==> src/rtl/core/next_greater_element_stack_unit_defines.svh <==
// Assertion macros shared by the next-greater-element stack unit.
// Define ASSERT_OFF to compile every check away.
`ifndef NEXT_GREATER_ELEMENT_STACK_UNIT_DEFINES_SVH
`define NEXT_GREATER_ELEMENT_STACK_UNIT_DEFINES_SVH
`ifndef ASSERT_OFF
// Check that cons holds in the same cycle as ante.
`define NGS_ASSERT_IMPLY(label, clk, rst, ante, cons) \
   label: assert property (@(posedge clk) disable iff (rst) (ante) |-> (cons)) \
      else $error("ngs: same-cycle check failed");
// Check that cons holds in the cycle after ante.
`define NGS_ASSERT_NEXT(label, clk, rst, ante, cons) \
   label: assert property (@(posedge clk) disable iff (rst) (ante) |=> (cons)) \
      else $error("ngs: next-cycle check failed");
`else
`define NGS_ASSERT_IMPLY(label, clk, rst, ante, cons)
`define NGS_ASSERT_NEXT(label, clk, rst, ante, cons)
`endif
`endif

==> src/rtl/core/ngs_pkg.sv <==
package ngs_pkg;

   localparam int STACK_DEPTH    = 64;
   localparam int INDEX_BITS     = 16;
   localparam int VALUE_BITS     = 32;
   localparam int OUT_INDEX_BITS = 16;
   localparam int STATUS_BITS    = 2;
   localparam int QUEUE_DEPTH    = 2;

   localparam int ADDR_BITS   = $clog2(STACK_DEPTH);
   localparam int COUNT_BITS  = $clog2(STACK_DEPTH + 1);
   localparam int QPTR_BITS   = (QUEUE_DEPTH > 1) ? $clog2(QUEUE_DEPTH) : 1;
   localparam int QCOUNT_BITS = $clog2(QUEUE_DEPTH + 1);

   localparam logic [STATUS_BITS-1:0] STAT_FOUND    = 2'd0;
   localparam logic [STATUS_BITS-1:0] STAT_NONE     = 2'd1;
   localparam logic [STATUS_BITS-1:0] STAT_OVERFLOW = 2'd2;

   localparam logic signed [VALUE_BITS-1:0] NO_GREATER = '1;

   // One classified request as it travels from the front end to the back end.
   typedef struct packed {
      logic                         is_end;
      logic signed [VALUE_BITS-1:0] value;
      logic [INDEX_BITS-1:0]        idx;
   } item_type;

   // One stack entry.
   typedef struct packed {
      logic [INDEX_BITS-1:0]        idx;
      logic signed [VALUE_BITS-1:0] value;
   } entry_type;

   // One result waiting for its last flag.
   typedef struct packed {
      logic [STATUS_BITS-1:0]       status;
      logic [INDEX_BITS-1:0]        idx;
      logic signed [VALUE_BITS-1:0] value;
      logic signed [VALUE_BITS-1:0] greater;
   } result_type;

endpackage

==> src/rtl/core/next_greater_element_stack_unit.sv <==
// Next-greater-element unit. Each request is either an element (req_type 0) or
// an end of sequence (req_type 1). An element resolves every pending element
// whose value is strictly smaller, newest first, one result per resolved
// element with status "found", and then becomes pending itself; equal values
// stay pending. End of sequence reports every pending element as "no greater"
// (greater_value -1), newest first, and restarts numbering at zero. When 64
// elements are pending and a new one resolves none of them, the new element is
// dropped and reported with status "overflow"; its index is still consumed.
// rsp_last marks the final result of a request; a request that causes no
// result produces nothing on the response channel. Timing: the front end
// takes a request in any cycle the two-entry queue has room. The back end
// picks up a request in its idle state and decides it in its evaluate state;
// each resolved entry then passes through a fetch state that reads the next
// entry from the stack memory, except after the pop that empties the stack.
// Each element is popped at most once. A stalled response channel holds the
// back end in its evaluate state while a result waits. The stack memory needs
// no clearing after reset.
module next_greater_element_stack_unit (
   input  logic               clock,
   input  logic               reset,
   input  logic               req_valid,
   output logic               req_stall,
   input  logic               req_type,
   input  logic signed [31:0] req_value,
   output logic               rsp_valid,
   input  logic               rsp_stall,
   output logic [1:0]         rsp_status,
   output logic [15:0]        rsp_element_index,
   output logic signed [31:0] rsp_element_value,
   output logic signed [31:0] rsp_greater_value,
   output logic               rsp_last
);

   // Front end to queue: classified request with its element index.
   logic              q_push;
   logic              q_full;
   ngs_pkg::item_type q_in_item;

   // Queue to back end.
   logic              q_not_empty;
   logic              q_pop;
   ngs_pkg::item_type q_out_item;

   // Accept requests and number elements.
   ngs_front u_front (
      .clock     (clock),
      .reset     (reset),
      .req_valid (req_valid),
      .req_stall (req_stall),
      .req_type  (req_type),
      .req_value (req_value),
      .q_full    (q_full),
      .q_push    (q_push),
      .q_item    (q_in_item)
   );

   // Decouple request intake from stack work.
   ngs_queue u_queue (
      .clock     (clock),
      .reset     (reset),
      .push      (q_push),
      .push_item (q_in_item),
      .full      (q_full),
      .pop       (q_pop),
      .not_empty (q_not_empty),
      .pop_item  (q_out_item)
   );

   // Run the monotonic stack and drive the response register.
   ngs_back u_back (
      .clock             (clock),
      .reset             (reset),
      .q_valid           (q_not_empty),
      .q_item            (q_out_item),
      .q_pop             (q_pop),
      .rsp_valid         (rsp_valid),
      .rsp_stall         (rsp_stall),
      .rsp_status        (rsp_status),
      .rsp_element_index (rsp_element_index),
      .rsp_element_value (rsp_element_value),
      .rsp_greater_value (rsp_greater_value),
      .rsp_last          (rsp_last)
   );

endmodule

==> src/rtl/core/ngs_front.sv <==
module ngs_front (
   input  logic                clock,
   input  logic                reset,
   input  logic                req_valid,
   output logic                req_stall,
   input  logic                req_type,
   input  logic signed [31:0]  req_value,
   input  logic                q_full,
   output logic                q_push,
   output ngs_pkg::item_type   q_item
);

   logic [ngs_pkg::INDEX_BITS-1:0] pos_ff;
   logic [ngs_pkg::INDEX_BITS-1:0] pos_in;

   assign req_stall = q_full;
   assign q_push    = req_valid && !q_full;

   assign q_item.is_end = req_type;
   assign q_item.value  = req_value;
   assign q_item.idx    = pos_ff;

   // Restart numbering on end of sequence, advance (and wrap) on elements.
   always_comb begin
      pos_in = pos_ff;
      if (q_push) begin
         if (req_type) begin
            pos_in = '0;
         end else begin
            pos_in = pos_ff + 1'b1;
         end
      end
   end

   always_ff @(posedge clock) begin
      if (reset) begin
         pos_ff <= '0;
      end else begin
         pos_ff <= pos_in;
      end
   end

endmodule

==> src/rtl/core/ngs_queue.sv <==
module ngs_queue (
   input  logic              clock,
   input  logic              reset,
   input  logic              push,
   input  ngs_pkg::item_type push_item,
   output logic              full,
   input  logic              pop,
   output logic              not_empty,
   output ngs_pkg::item_type pop_item
);

   localparam logic [ngs_pkg::QPTR_BITS-1:0]   PtrLast =
      ngs_pkg::QPTR_BITS'(ngs_pkg::QUEUE_DEPTH - 1);
   localparam logic [ngs_pkg::QCOUNT_BITS-1:0] CountFull =
      ngs_pkg::QCOUNT_BITS'(ngs_pkg::QUEUE_DEPTH);

   ngs_pkg::item_type slot_ff [ngs_pkg::QUEUE_DEPTH];

   logic [ngs_pkg::QPTR_BITS-1:0]   wr_ptr_ff;
   logic [ngs_pkg::QPTR_BITS-1:0]   wr_ptr_in;
   logic [ngs_pkg::QPTR_BITS-1:0]   rd_ptr_ff;
   logic [ngs_pkg::QPTR_BITS-1:0]   rd_ptr_in;
   logic [ngs_pkg::QCOUNT_BITS-1:0] count_ff;
   logic [ngs_pkg::QCOUNT_BITS-1:0] count_in;
   logic                            do_push;
   logic                            do_pop;

   assign full      = (count_ff == CountFull);
   assign not_empty = (count_ff != '0);
   assign pop_item  = slot_ff[rd_ptr_ff];

   assign do_push = push && !full;
   assign do_pop  = pop && not_empty;

   always_comb begin
      wr_ptr_in = wr_ptr_ff;
      rd_ptr_in = rd_ptr_ff;
      count_in  = count_ff;
      if (do_push) begin
         wr_ptr_in = (wr_ptr_ff == PtrLast) ? '0 : wr_ptr_ff + 1'b1;
      end
      if (do_pop) begin
         rd_ptr_in = (rd_ptr_ff == PtrLast) ? '0 : rd_ptr_ff + 1'b1;
      end
      if (do_push && !do_pop) begin
         count_in = count_ff + 1'b1;
      end else if (do_pop && !do_push) begin
         count_in = count_ff - 1'b1;
      end
   end

   always_ff @(posedge clock) begin
      if (reset) begin
         wr_ptr_ff <= '0;
         rd_ptr_ff <= '0;
         count_ff  <= '0;
      end else begin
         wr_ptr_ff <= wr_ptr_in;
         rd_ptr_ff <= rd_ptr_in;
         count_ff  <= count_in;
      end
   end

   always_ff @(posedge clock) begin
      if (do_push) begin
         slot_ff[wr_ptr_ff] <= push_item;
      end
   end

endmodule

==> src/rtl/core/ngs_back.sv <==
`include "next_greater_element_stack_unit_defines.svh"

module ngs_back (
   input  logic                clock,
   input  logic                reset,
   input  logic                q_valid,
   input  ngs_pkg::item_type   q_item,
   output logic                q_pop,
   output logic                rsp_valid,
   input  logic                rsp_stall,
   output logic [1:0]          rsp_status,
   output logic [15:0]         rsp_element_index,
   output logic signed [31:0]  rsp_element_value,
   output logic signed [31:0]  rsp_greater_value,
   output logic                rsp_last
);

   localparam logic [1:0] S_IDLE  = 2'd0;
   localparam logic [1:0] S_EVAL  = 2'd1;
   localparam logic [1:0] S_FETCH = 2'd2;

   localparam logic [ngs_pkg::COUNT_BITS-1:0] CountFull =
      ngs_pkg::COUNT_BITS'(ngs_pkg::STACK_DEPTH);

   ngs_pkg::entry_type mem [ngs_pkg::STACK_DEPTH];

   logic [1:0]                      state_ff;
   logic [1:0]                      state_in;
   logic [ngs_pkg::COUNT_BITS-1:0]  count_ff;
   logic [ngs_pkg::COUNT_BITS-1:0]  count_in;
   logic [ngs_pkg::COUNT_BITS-1:0]  count_dec;
   logic [ngs_pkg::COUNT_BITS-1:0]  count_dec2;
   ngs_pkg::item_type               cur_ff;
   ngs_pkg::entry_type              top_ff;
   ngs_pkg::entry_type              mem_rd_ff;
   logic                            pend_valid_ff;
   logic                            pend_valid_in;
   ngs_pkg::result_type             pend_ff;
   ngs_pkg::result_type             pend_in;
   logic                            rsp_valid_ff;
   logic                            rsp_valid_in;
   logic [ngs_pkg::STATUS_BITS-1:0] rsp_status_ff;
   logic [ngs_pkg::INDEX_BITS-1:0]  rsp_idx_ff;
   logic signed [31:0]              rsp_value_ff;
   logic signed [31:0]              rsp_greater_ff;
   logic                            rsp_last_ff;

   logic top_valid;
   logic pops;
   logic stack_full;
   logic overflow;
   logic push_now;
   logic need_out;
   logic out_free;
   logic go;
   logic load_out;
   logic rd_en;
   logic ovf_shown;

   assign count_dec  = count_ff - 1'b1;
   assign count_dec2 = count_ff - 2'd2;

   // Decide the step for the item under evaluation.
   assign top_valid  = (count_ff != '0);
   assign pops       = top_valid && (cur_ff.is_end || (top_ff.value < cur_ff.value));
   assign stack_full = (count_ff == CountFull);
   assign overflow   = !pops && !cur_ff.is_end && stack_full;
   assign push_now   = !pops && !cur_ff.is_end && !stack_full;
   assign need_out   = pend_valid_ff || overflow;
   assign out_free   = !rsp_valid_ff || !rsp_stall;
   assign go         = (state_ff == S_EVAL) && (!need_out || out_free);
   assign load_out   = go && need_out;
   assign rd_en      = go && pops && (count_ff > ngs_pkg::COUNT_BITS'(1));

   assign q_pop = (state_ff == S_IDLE) && q_valid;

   always_comb begin
      state_in      = state_ff;
      count_in      = count_ff;
      pend_valid_in = pend_valid_ff;
      pend_in       = pend_ff;
      unique case (state_ff)
         S_IDLE: begin
            if (q_valid) begin
               state_in = S_EVAL;
            end
         end
         S_EVAL: begin
            if (go) begin
               pend_valid_in = pops;
               if (pops) begin
                  // Hold the popped entry until the next step tells its last flag.
                  pend_in.status  = cur_ff.is_end ? ngs_pkg::STAT_NONE : ngs_pkg::STAT_FOUND;
                  pend_in.idx     = top_ff.idx;
                  pend_in.value   = top_ff.value;
                  pend_in.greater = cur_ff.is_end ? ngs_pkg::NO_GREATER : cur_ff.value;
                  count_in        = count_dec;
                  state_in        = rd_en ? S_FETCH : S_EVAL;
               end else begin
                  if (push_now) begin
                     count_in = count_ff + 1'b1;
                  end
                  state_in = S_IDLE;
               end
            end
         end
         S_FETCH: begin
            state_in = S_EVAL;
         end
         default: begin
            state_in = S_IDLE;
         end
      endcase
   end

   always_comb begin
      rsp_valid_in = rsp_valid_ff;
      if (load_out) begin
         rsp_valid_in = 1'b1;
      end else if (!rsp_stall) begin
         rsp_valid_in = 1'b0;
      end
   end

   always_ff @(posedge clock) begin
      if (reset) begin
         state_ff      <= S_IDLE;
         count_ff      <= '0;
         pend_valid_ff <= 1'b0;
         rsp_valid_ff  <= 1'b0;
      end else begin
         state_ff      <= state_in;
         count_ff      <= count_in;
         pend_valid_ff <= pend_valid_in;
         rsp_valid_ff  <= rsp_valid_in;
      end
   end

   // Payload registers.
   always_ff @(posedge clock) begin
      pend_ff <= pend_in;
      if (q_pop) begin
         cur_ff <= q_item;
      end
      if (go && push_now) begin
         top_ff.idx   <= cur_ff.idx;
         top_ff.value <= cur_ff.value;
      end else if (state_ff == S_FETCH) begin
         top_ff <= mem_rd_ff;
      end
      if (load_out) begin
         if (pend_valid_ff) begin
            rsp_status_ff  <= pend_ff.status;
            rsp_idx_ff     <= pend_ff.idx;
            rsp_value_ff   <= pend_ff.value;
            rsp_greater_ff <= pend_ff.greater;
            rsp_last_ff    <= !pops;
         end else begin
            rsp_status_ff  <= ngs_pkg::STAT_OVERFLOW;
            rsp_idx_ff     <= cur_ff.idx;
            rsp_value_ff   <= cur_ff.value;
            rsp_greater_ff <= ngs_pkg::NO_GREATER;
            rsp_last_ff    <= 1'b1;
         end
      end
   end

   // Stack memory: one write or one registered read per cycle.
   always_ff @(posedge clock) begin
      if (go && push_now) begin
         mem[count_ff[ngs_pkg::ADDR_BITS-1:0]] <= '{idx: cur_ff.idx, value: cur_ff.value};
      end
      if (rd_en) begin
         mem_rd_ff <= mem[count_dec2[ngs_pkg::ADDR_BITS-1:0]];
      end
   end

   assign rsp_valid         = rsp_valid_ff;
   assign rsp_status        = rsp_status_ff;
   assign rsp_element_index = ngs_pkg::OUT_INDEX_BITS'(rsp_idx_ff);
   assign rsp_element_value = rsp_value_ff;
   assign rsp_greater_value = rsp_greater_ff;
   assign rsp_last          = rsp_last_ff;

   assign ovf_shown = rsp_valid_ff && rsp_last_ff && (rsp_status_ff == ngs_pkg::STAT_OVERFLOW);

   `NGS_ASSERT_IMPLY(a_count_bound, clock, reset, 1'b1, count_ff <= CountFull)
   `NGS_ASSERT_IMPLY(a_idle_no_pend, clock, reset, state_ff == S_IDLE, !pend_valid_ff)
   `NGS_ASSERT_IMPLY(a_fetch_nonempty, clock, reset, state_ff == S_FETCH, count_ff != '0)
   `NGS_ASSERT_NEXT(a_ovf_last, clock, reset, go && overflow, ovf_shown)

endmodule
==> config.mk <==
export PLATFORM = sky130hd
export DESIGN_NAME = next_greater_element_stack_unit
export DESIGN_NICKNAME = d
export VERILOG_FILES = /design/src/rtl/core/ngs_pkg.sv /design/src/rtl/core/next_greater_element_stack_unit.sv /design/src/rtl/core/ngs_front.sv /design/src/rtl/core/ngs_queue.sv /design/src/rtl/core/ngs_back.sv
export VERILOG_INCLUDE_DIRS = /design/src /design/src/rtl/core
export SDC_FILE = /design/constraint.sdc
export NUM_CORES = 2
export LEC_CHECK = 0
export BUFFER_PORTS_ARGS = -buffer_cell sky130_fd_sc_hd__clkbuf_2
export CAP_MARGIN = 40
export CELL_PAD_IN_SITES_DETAIL_PLACEMENT = 0
export CELL_PAD_IN_SITES_GLOBAL_PLACEMENT = 1
export CORE_MARGIN = 2
export CORE_UTILIZATION = 50
export DETAILED_ROUTE_END_ITERATION = 8
export MAX_ROUTING_LAYER = met4
export PLACE_DENSITY_LB_ADDON = 0.25
export SLEW_MARGIN = 20
export SYNTH_ARGS = -nofsm -noshare
export SYNTH_HDL_FRONTEND = slang
export SYNTH_SLANG_ARGS = --single-unit
==> constraint.sdc <==
create_clock -name clock -period 10.7 [get_ports clock]
set_input_delay 0.535 -clock clock [delete_from_list [all_inputs] [get_ports clock]]
set_output_delay 0.535 -clock clock [all_outputs]
set_load 0.03 [all_outputs]
* After elaboration in Yosys (flattened, before gate mapping)
Memory sizes are Yosys's and may differ from the RTL's. A register that Yosys moved wholly into a read port is not among the register bits.
Index checks and enable logic that the tools add are counted.
** Storage, ports and cells
- Memories :: 2
- Bits in latches :: 0
- Word-level logic and storage cells :: 99
- Output and inout bits :: 85
- Register bits :: 244
- ROM bits :: 0
- Memory bits (writable) :: 3170
- Input bits :: 37
** Memories
- u_back.mem :: depth 64, bits a word 48, rd ports 1, clocked after memory_dff 1, wr ports 1, RTL line ngs_back.sv:25 : ngs_pkg::entry_type mem [ngs_pkg::STACK_DEPTH];
- u_queue.slot_ff :: depth 2, bits a word 49, rd ports 1, clocked after memory_dff 1, wr ports 1, RTL line ngs_queue.sv:17 : ngs_pkg::item_type slot_ff [ngs_pkg::QUEUE_DEPTH];
** Operators by class
- Order comparisons :: 2
- Multiplexer cells :: 23
- Reduce and logical (&&, ||, !) cells :: 38
- Equal/unequal tests :: 7
- Divide/modulo/power cells :: 0
- Shift-type cells :: 0
- Multipliers :: 0
- $add $sub $neg :: 8
- Bitwise gates (word level) :: 0
** Operator list (number)
- $mux W48 :: 2
- $lt A32 B32 Y1 :: 1
- $mux W16 :: 2
- $mux W32 :: 1
- $add A16 B1 Y16 const B :: 1
- $logic_and A1 B1 Y1 :: 15
- $mux W7 :: 2
- $mux W2 :: 6
- $logic_not A1 Y1 :: 9
- $mux W1 :: 9
- $reduce_bool A2 Y1 :: 4
- $add A7 B1 Y7 const B :: 1
- $eq A7 B7 Y1 const B :: 1
- $gt A7 B1 Y1 const B :: 1
- $reduce_bool A7 Y1 :: 1
- $sub A7 B1 Y7 const B :: 1
- $ne A2 B1 Y1 const B :: 3
- $pmux W2 S3 :: 1
- $reduce_and A3 Y1 :: 2
- $sub A6 B2 Y6 const B :: 1
- $eq A2 B2 Y1 const B :: 2
- $logic_or A1 B1 Y1 :: 4
- $reduce_and A2 Y1 :: 2
- $add A1 B1 Y1 const B :: 2
- other kinds (4) :: 4

* Longest topological paths before layout
- Word-level depth :: 16
- Depth in mapped cells :: 15
- Depth with buffers taken out :: 10

* Cells and area by module
Synthesis repeated with hierarchy kept, for this count alone.
** Unflattened totals
- Cells, all modules :: 5481
- Area, all modules :: 133579.4 um^2
** Modules (own cells, without submodules)
- ngs_back :: cells each 5189, times used 1, sequential area each 101747.6 um^2, area an instance 128854.8 um^2
- ngs_queue :: cells each 177, times used 1, sequential area each 3042.9 um^2, area an instance 3748.6 um^2
- ngs_front :: cells each 115, times used 1, sequential area each 320.3 um^2, area an instance 975.9 um^2

* Worst setup path before layout
No wires, ideal clock.
- Path kind :: reg-to-reg
- Start point :: register, netlist name u_back.cur_ff[47]
- End point :: memory u_back.mem[15][0] (netlist bit) (enable)
- Clock period less this slack :: 8.670 ns
- Library setup time :: 0.574 ns
- Required time :: 10.126 ns
- Slack :: 2.030 ns
- Data arrival time :: 8.096 ns
- Cell stages (with the launch flop) :: 12
- Path buffers :: 1
- Path through :: edfxtp_1 inv_1 ha_1 nand4_1 or4_1 o22a_1 a21boi_0 or4_1 and4_1 buf_6 and2_1 nor4bb_1
** Between the ends
- Cells in the longest elaborated chain, start to end :: 13
- Elaborated cells on any way between the ends :: 14
- Those cells by class :: 1 x order compare; 2 x mux; 11 x reduce/logical
** Ends and longest elaborated chain
- $lt A32 B32 Y1 * :: RTL line ngs_back.sv:65 : assign pops = top_valid && (cur_ff.is_end || (top_ff.value < cur_ff.value));
- $logic_or A1 B1 Y1 * :: RTL line ngs_back.sv:65
- $logic_and A1 B1 Y1 * :: RTL line ngs_back.sv:65
- $logic_not A1 Y1 * :: RTL line ngs_back.sv:67, ngs_back.sv:68
- $logic_and A1 B1 Y1 * :: RTL line ngs_back.sv:67, ngs_back.sv:68
- $logic_and A1 B1 Y1 :: RTL line ngs_back.sv:67 : assign overflow = !pops && !cur_ff.is_end && stack_full;
- $logic_or A1 B1 Y1 :: RTL line ngs_back.sv:69 : assign need_out = pend_valid_ff || overflow;
- $logic_not A1 Y1 :: RTL line ngs_back.sv:71 : assign go = (state_ff == S_EVAL) && (!need_out || out_free);
- $logic_or A1 B1 Y1 :: RTL line ngs_back.sv:71
- $logic_and A1 B1 Y1 :: RTL line ngs_back.sv:71
- $logic_and A1 B1 Y1 * :: RTL line ngs_back.sv:170 : if (go && push_now) begin
- $mux W1 * :: RTL line ngs_back.sv:170
- $mux W1 (implied by the code) * :: RTL line ngs_back.sv:171 : mem[count_ff[ngs_pkg::ADDR_BITS-1:0]] <= '{idx: cur_ff.idx, value: cur_ff.value};
- to (decl) :: RTL line ngs_back.sv:25
Every way passes the cells marked *; elsewhere a longest branch is shown, timed or not.

* Final worst setup path
- Start point :: register, netlist name u_back.cur_ff[21]
- End point :: memory u_back.mem[4][24] (netlist bit) (enable)
** Between the ends
- Cells in the longest elaborated chain, start to end :: 13
- Elaborated cells on any way between the ends :: 14
- Those cells by class :: 1 x order compare; 2 x mux; 11 x reduce/logical
** Ends and longest elaborated chain (RTL line)
- $lt A32 B32 Y1 * :: ngs_back.sv:65
- $logic_or A1 B1 Y1 * :: ngs_back.sv:65
- $logic_and A1 B1 Y1 * :: ngs_back.sv:65
- $logic_not A1 Y1 * :: ngs_back.sv:67, ngs_back.sv:68
- $logic_and A1 B1 Y1 * :: ngs_back.sv:67, ngs_back.sv:68
- $logic_and A1 B1 Y1 :: ngs_back.sv:67
- $logic_or A1 B1 Y1 :: ngs_back.sv:69
- $logic_not A1 Y1 :: ngs_back.sv:71
- $logic_or A1 B1 Y1 :: ngs_back.sv:71
- $logic_and A1 B1 Y1 :: ngs_back.sv:71
- $logic_and A1 B1 Y1 * :: ngs_back.sv:170
- $mux W1 * :: ngs_back.sv:170
- $mux W1 (implied by the code) * :: ngs_back.sv:171
Marked as above.

==> results.yml <==
timing:
  grt_setup_unrepaired: "no"
  hold_viol: 0
  finClkSkew_ns: 0.05282
  max_freq_ghz: 0.1573
  worst_pin_slew_ns: 0.9540
  slew-limit-headroom_pct: 35.14
  setup_slack_ns: 4.343
  fin_setup_tns_ns: 0
  slew_viol_final: 0
  layout_min_cycle_time_ns: 6.357
  setup_viol: 0
  period_share_pct: 59.42
clock_tree:
  htree_levels: 5
  cts.path.max_buffers: 4
  post_cts_buffers: 0
  cts_sinks: 3510
  cts_resized: 0
  hold_buffers: 33
  clk_latency_ns: 0.90
  clk_pin_slew_worst_paths_ns: 0.06
  cts_tree: "built"
  cts_buffers: 357
  cts_root_buffer: "clkbuf_16"
critical_path:
  cp.required_ns: 11.19
  crit_fanout: 31
  worst_setup_path_start_kind: "flip-flop"
  ff2ff_setup_slack_ns: 4.34
  reg2reg_depth: 11
  end_kind: "flip-flop"
  reg2reg_to: "u_back.mem[4][24]"
  reg2reg_from: "u_back.cur_ff[21]"
  critical_path_class: "flip-flop to flip-flop"
  arrival_ns: 6.84
  crit_start: "u_back.cur_ff[21]"
synth:
  synth_top_cells_by_count: "3479 x edfxtp_1, 991 x mux4_2, 167 x clkbuf_1"
  mappedNetlistArea_sq_um: 133100
  synthTopCellsByArea: "edfxtp_1 79%, mux4_2 17%, mux2_2 1.0%"
  yosys.area.top_type: "edfxtp_1"
  synth_edf_count: 3479
  synth_most_common_cell: "edfxtp_1"
  netlist_instances: 5443
  synth_top_area_share_pct: 78.51
  ys_types: 50
  synth-seq-cells: 3510
  ys_seq_area_share_pct: 78.98
  synth_nets: 5521
  yosysWarnings: 0
  syn_avg_cell_area_sq_um: 24.45
  ys_async_sr_fraction_pct: 0
  synth_flop_cell: "edfxtp_1"
grt:
  antenna_found_initial: 54
  grt_pass1_vias: 61080
  gr-total-overflow: 0
  grtUsageTotal_pct: 26.39
  grt_max_degree: 121
  grt_pass1_wl_mm: 483.0
routing:
  via_per_inst: 6.342
  drt_wl_total_mm: 345.5
  vias: 62380
  firstDrtPassIters: 5
  wl_per_cell_um: 35.12
  drt.antenna.violating_nets: 0
  drt_iter0_drc: 9007
  drc: 0
power:
  internal_power_mw: 29.88
  pwr_density_cell_nw_per_um2: 288.8
  max-vdd-ir-drop_mv: 0.3911
  p_switching_mw: 14.22
  p_sw_share_pct: 32.25
  p_comb_share_pct: 32.3
  leakagePower_nw: 46.57
  clockPowerShare_pct: 27.2
  sequentialPowerShare_pct: 40.5
floorplan:
  row_count: 189
  die_y_um: 519.9
  ioPinCount: 122
  initial_utilization_pct: 50.24
  dieArea_sq_um: 270300
  die_x_um: 519.9
  coreArea_sq_um: 264900
finish:
  multi_input_area_sq_um: 27340
  layout.nets: 6035
  area_growth_syn_to_layout_pct: 14.77
  register_area_sq_um: 105100
  layout-drive-gt1-share_pct: 33.52
  nFillCells: 18810
worst_hold_path:
  hold_path_end: "u_back.rsp_valid"
  worstHoldStart: "rsp_stall"
  hold_path_depth: 3
  hp-class: "input port to flip-flop"
placed_design:
  port_buffers: 121
  place_ws_ns: 4.174
  place_congestion: 0.8210
  dp_hpwl_mm: 203.8
run_status:
  status: "finished clean"
flow_run:
  drv_cap: 0
-- area by class of cell --
cell class	instances	area share [%]
Sequential cell	3510	68.82
Multi-Input combinational cell	1618	17.90
Clock buffer	431	6.127
Tap cell	3533	2.895
Timing Repair Buffer	427	2.858
Clock inverter	206	1.178
Antenna cell	68	0.1114
Inverter	43	0.1057
-- worst max path at each step --
stage | slack (ns) | end
after global routing | 4.25 | u_back.mem[4][24]
after detailed placement | 4.17 | u_back.mem[4][3]
final | 4.34 | u_back.mem[4][24]
after global placement | 4.08 | u_back.mem[52][4]
after CTS | 4.12 | u_back.mem[4][24]
after floorplan | 2.03 | u_back.mem[15][0]
-- worst max-delay path: stages, from the launching register on --
cell      delay, ns
edfxtp_1       0.79
inv_1          0.34
ha_1           0.41
a21oi_1        0.08
o21ai_0        0.39
a21oi_1        0.13
a311oi_1       0.66
or4_1          0.25
and4_4         0.59
nand3_2        0.58
nor2_4         0.83
buf_4          0.70
-- registers in the layout, summed over array words and instances (netlist names), 2 cells and up --
| signal | count |
|---|---|
| u_back.cur_ff | 49 |
| u_back.rsp_greater_value | 32 |
| u_back.rsp_element_value | 32 |
| u_back.rsp_status | 2 |
| u_back.mem_rd_ff | 48 |
| u_queue.count_ff | 2 |
| u_back.state_ff | 2 |
| u_back.rsp_element_index | 16 |
| u_back.pend_ff | 81 |
| u_back.count_ff | 7 |
| u_front.pos_ff | 16 |
| u_queue.slot_ff | 98 |
| u_back.mem | 3072 |
| u_back.top_ff | 48 |
-- power groups by stage --
stage          logic, mW  clock network, mW  registers, mW
2_1_floorplan       7.35                  0           19.0
3_3_place_gp        13.7                  0           18.2
3_5_place_dp        14.0                  0           18.2
4_1_cts             14.1               12.2           17.9
5_1_grt             15.0               12.7           17.9
6_report            14.2               12.0           17.9
-- cells by family (layout without fill, tap and decap cells) --
logic type / after synthesis / in the layout / share of synthesized area [%]
flops: 3510 / 3510 / 78.98
simple gates: 299 / 299 / 1.064
fa+ha+maj: 41 / 41 / 0.3855
compound gates: 124 / 124 / 0.5491
mux: 1134 / 1134 / 17.97
xor+xnor: 20 / 20 / 0.1316
other cells: 0 / 68 / 0
buf+inv: 315 / 1107 / 0.9271
-- stage by stage --
| step | utilization, % | area [sq um] | hold WS (ns) | total power, mW | instances |
|---|---|---|---|---|---|
| after detailed placement | 53.10 | 140600 | 0.4045 | 32.26 | 9080 |
| after global placement | 52.58 | 139300 | 0.4021 | 31.93 | 9023 |
| after floorplan | - | 133100 | 0.4003 | 26.32 | 5443 |
| after CTS | 57.44 | 152100 | 0.02539 | 44.17 | 9750 |
| after global routing | 57.66 | 152700 | 0.05177 | 45.52 | 9833 |
| final | 57.66 | 152700 | 0.06232 | 44.10 | 9836 |
-- per-layer routing --
layer	vias to the layer above	global-route usage (%)	wire length [um]
met5	-	-	0
li1	24510	-	-
met2	3230	38.56	160300
met4	0	5.894	8075
met1	34140	38.78	141500
met3	499	5.564	35620
-- layout by cell type (no fill, tap or decap), types with 7 or more instances in the layout --
cell type | Yosys | layout
xnor2_1 | 8 | 7
nand3_1 | 15 | 13
dlygate4sd3_1 | 0 | 33
nand2b_1 | 34 | 34
xor2_1 | 12 | 10
clkinvlp_4 | 0 | 16
clkbuf_1 | 167 | 64
mux4_2 | 991 | 991
or3_1 | 10 | 10
nand4_1 | 7 | 7
clkbuf_2 | 0 | 121
clkinv_1 | 0 | 80
ha_1 | 41 | 40
nor2_1 | 88 | 31
bufinv_16 | 0 | 24
buf_16 | 0 | 50
a21oi_1 | 38 | 37
o21ai_0 | 53 | 53
edfxtp_1 | 3479 | 3479
inv_1 | 43 | 42
mux2i_1 | 19 | 18
clkbuf_16 | 0 | 361
buf_12 | 0 | 27
nor2b_1 | 18 | 13
clkinv_2 | 0 | 65
dfxtp_1 | 31 | 27
nor2_4 | 0 | 57
diode_2 | 0 | 68
a211oi_1 | 11 | 11
buf_4 | 1 | 189
mux2_2 | 123 | 123
clkinv_8 | 0 | 8
nand2_1 | 95 | 95
Power figures use the tool's default switching activity.
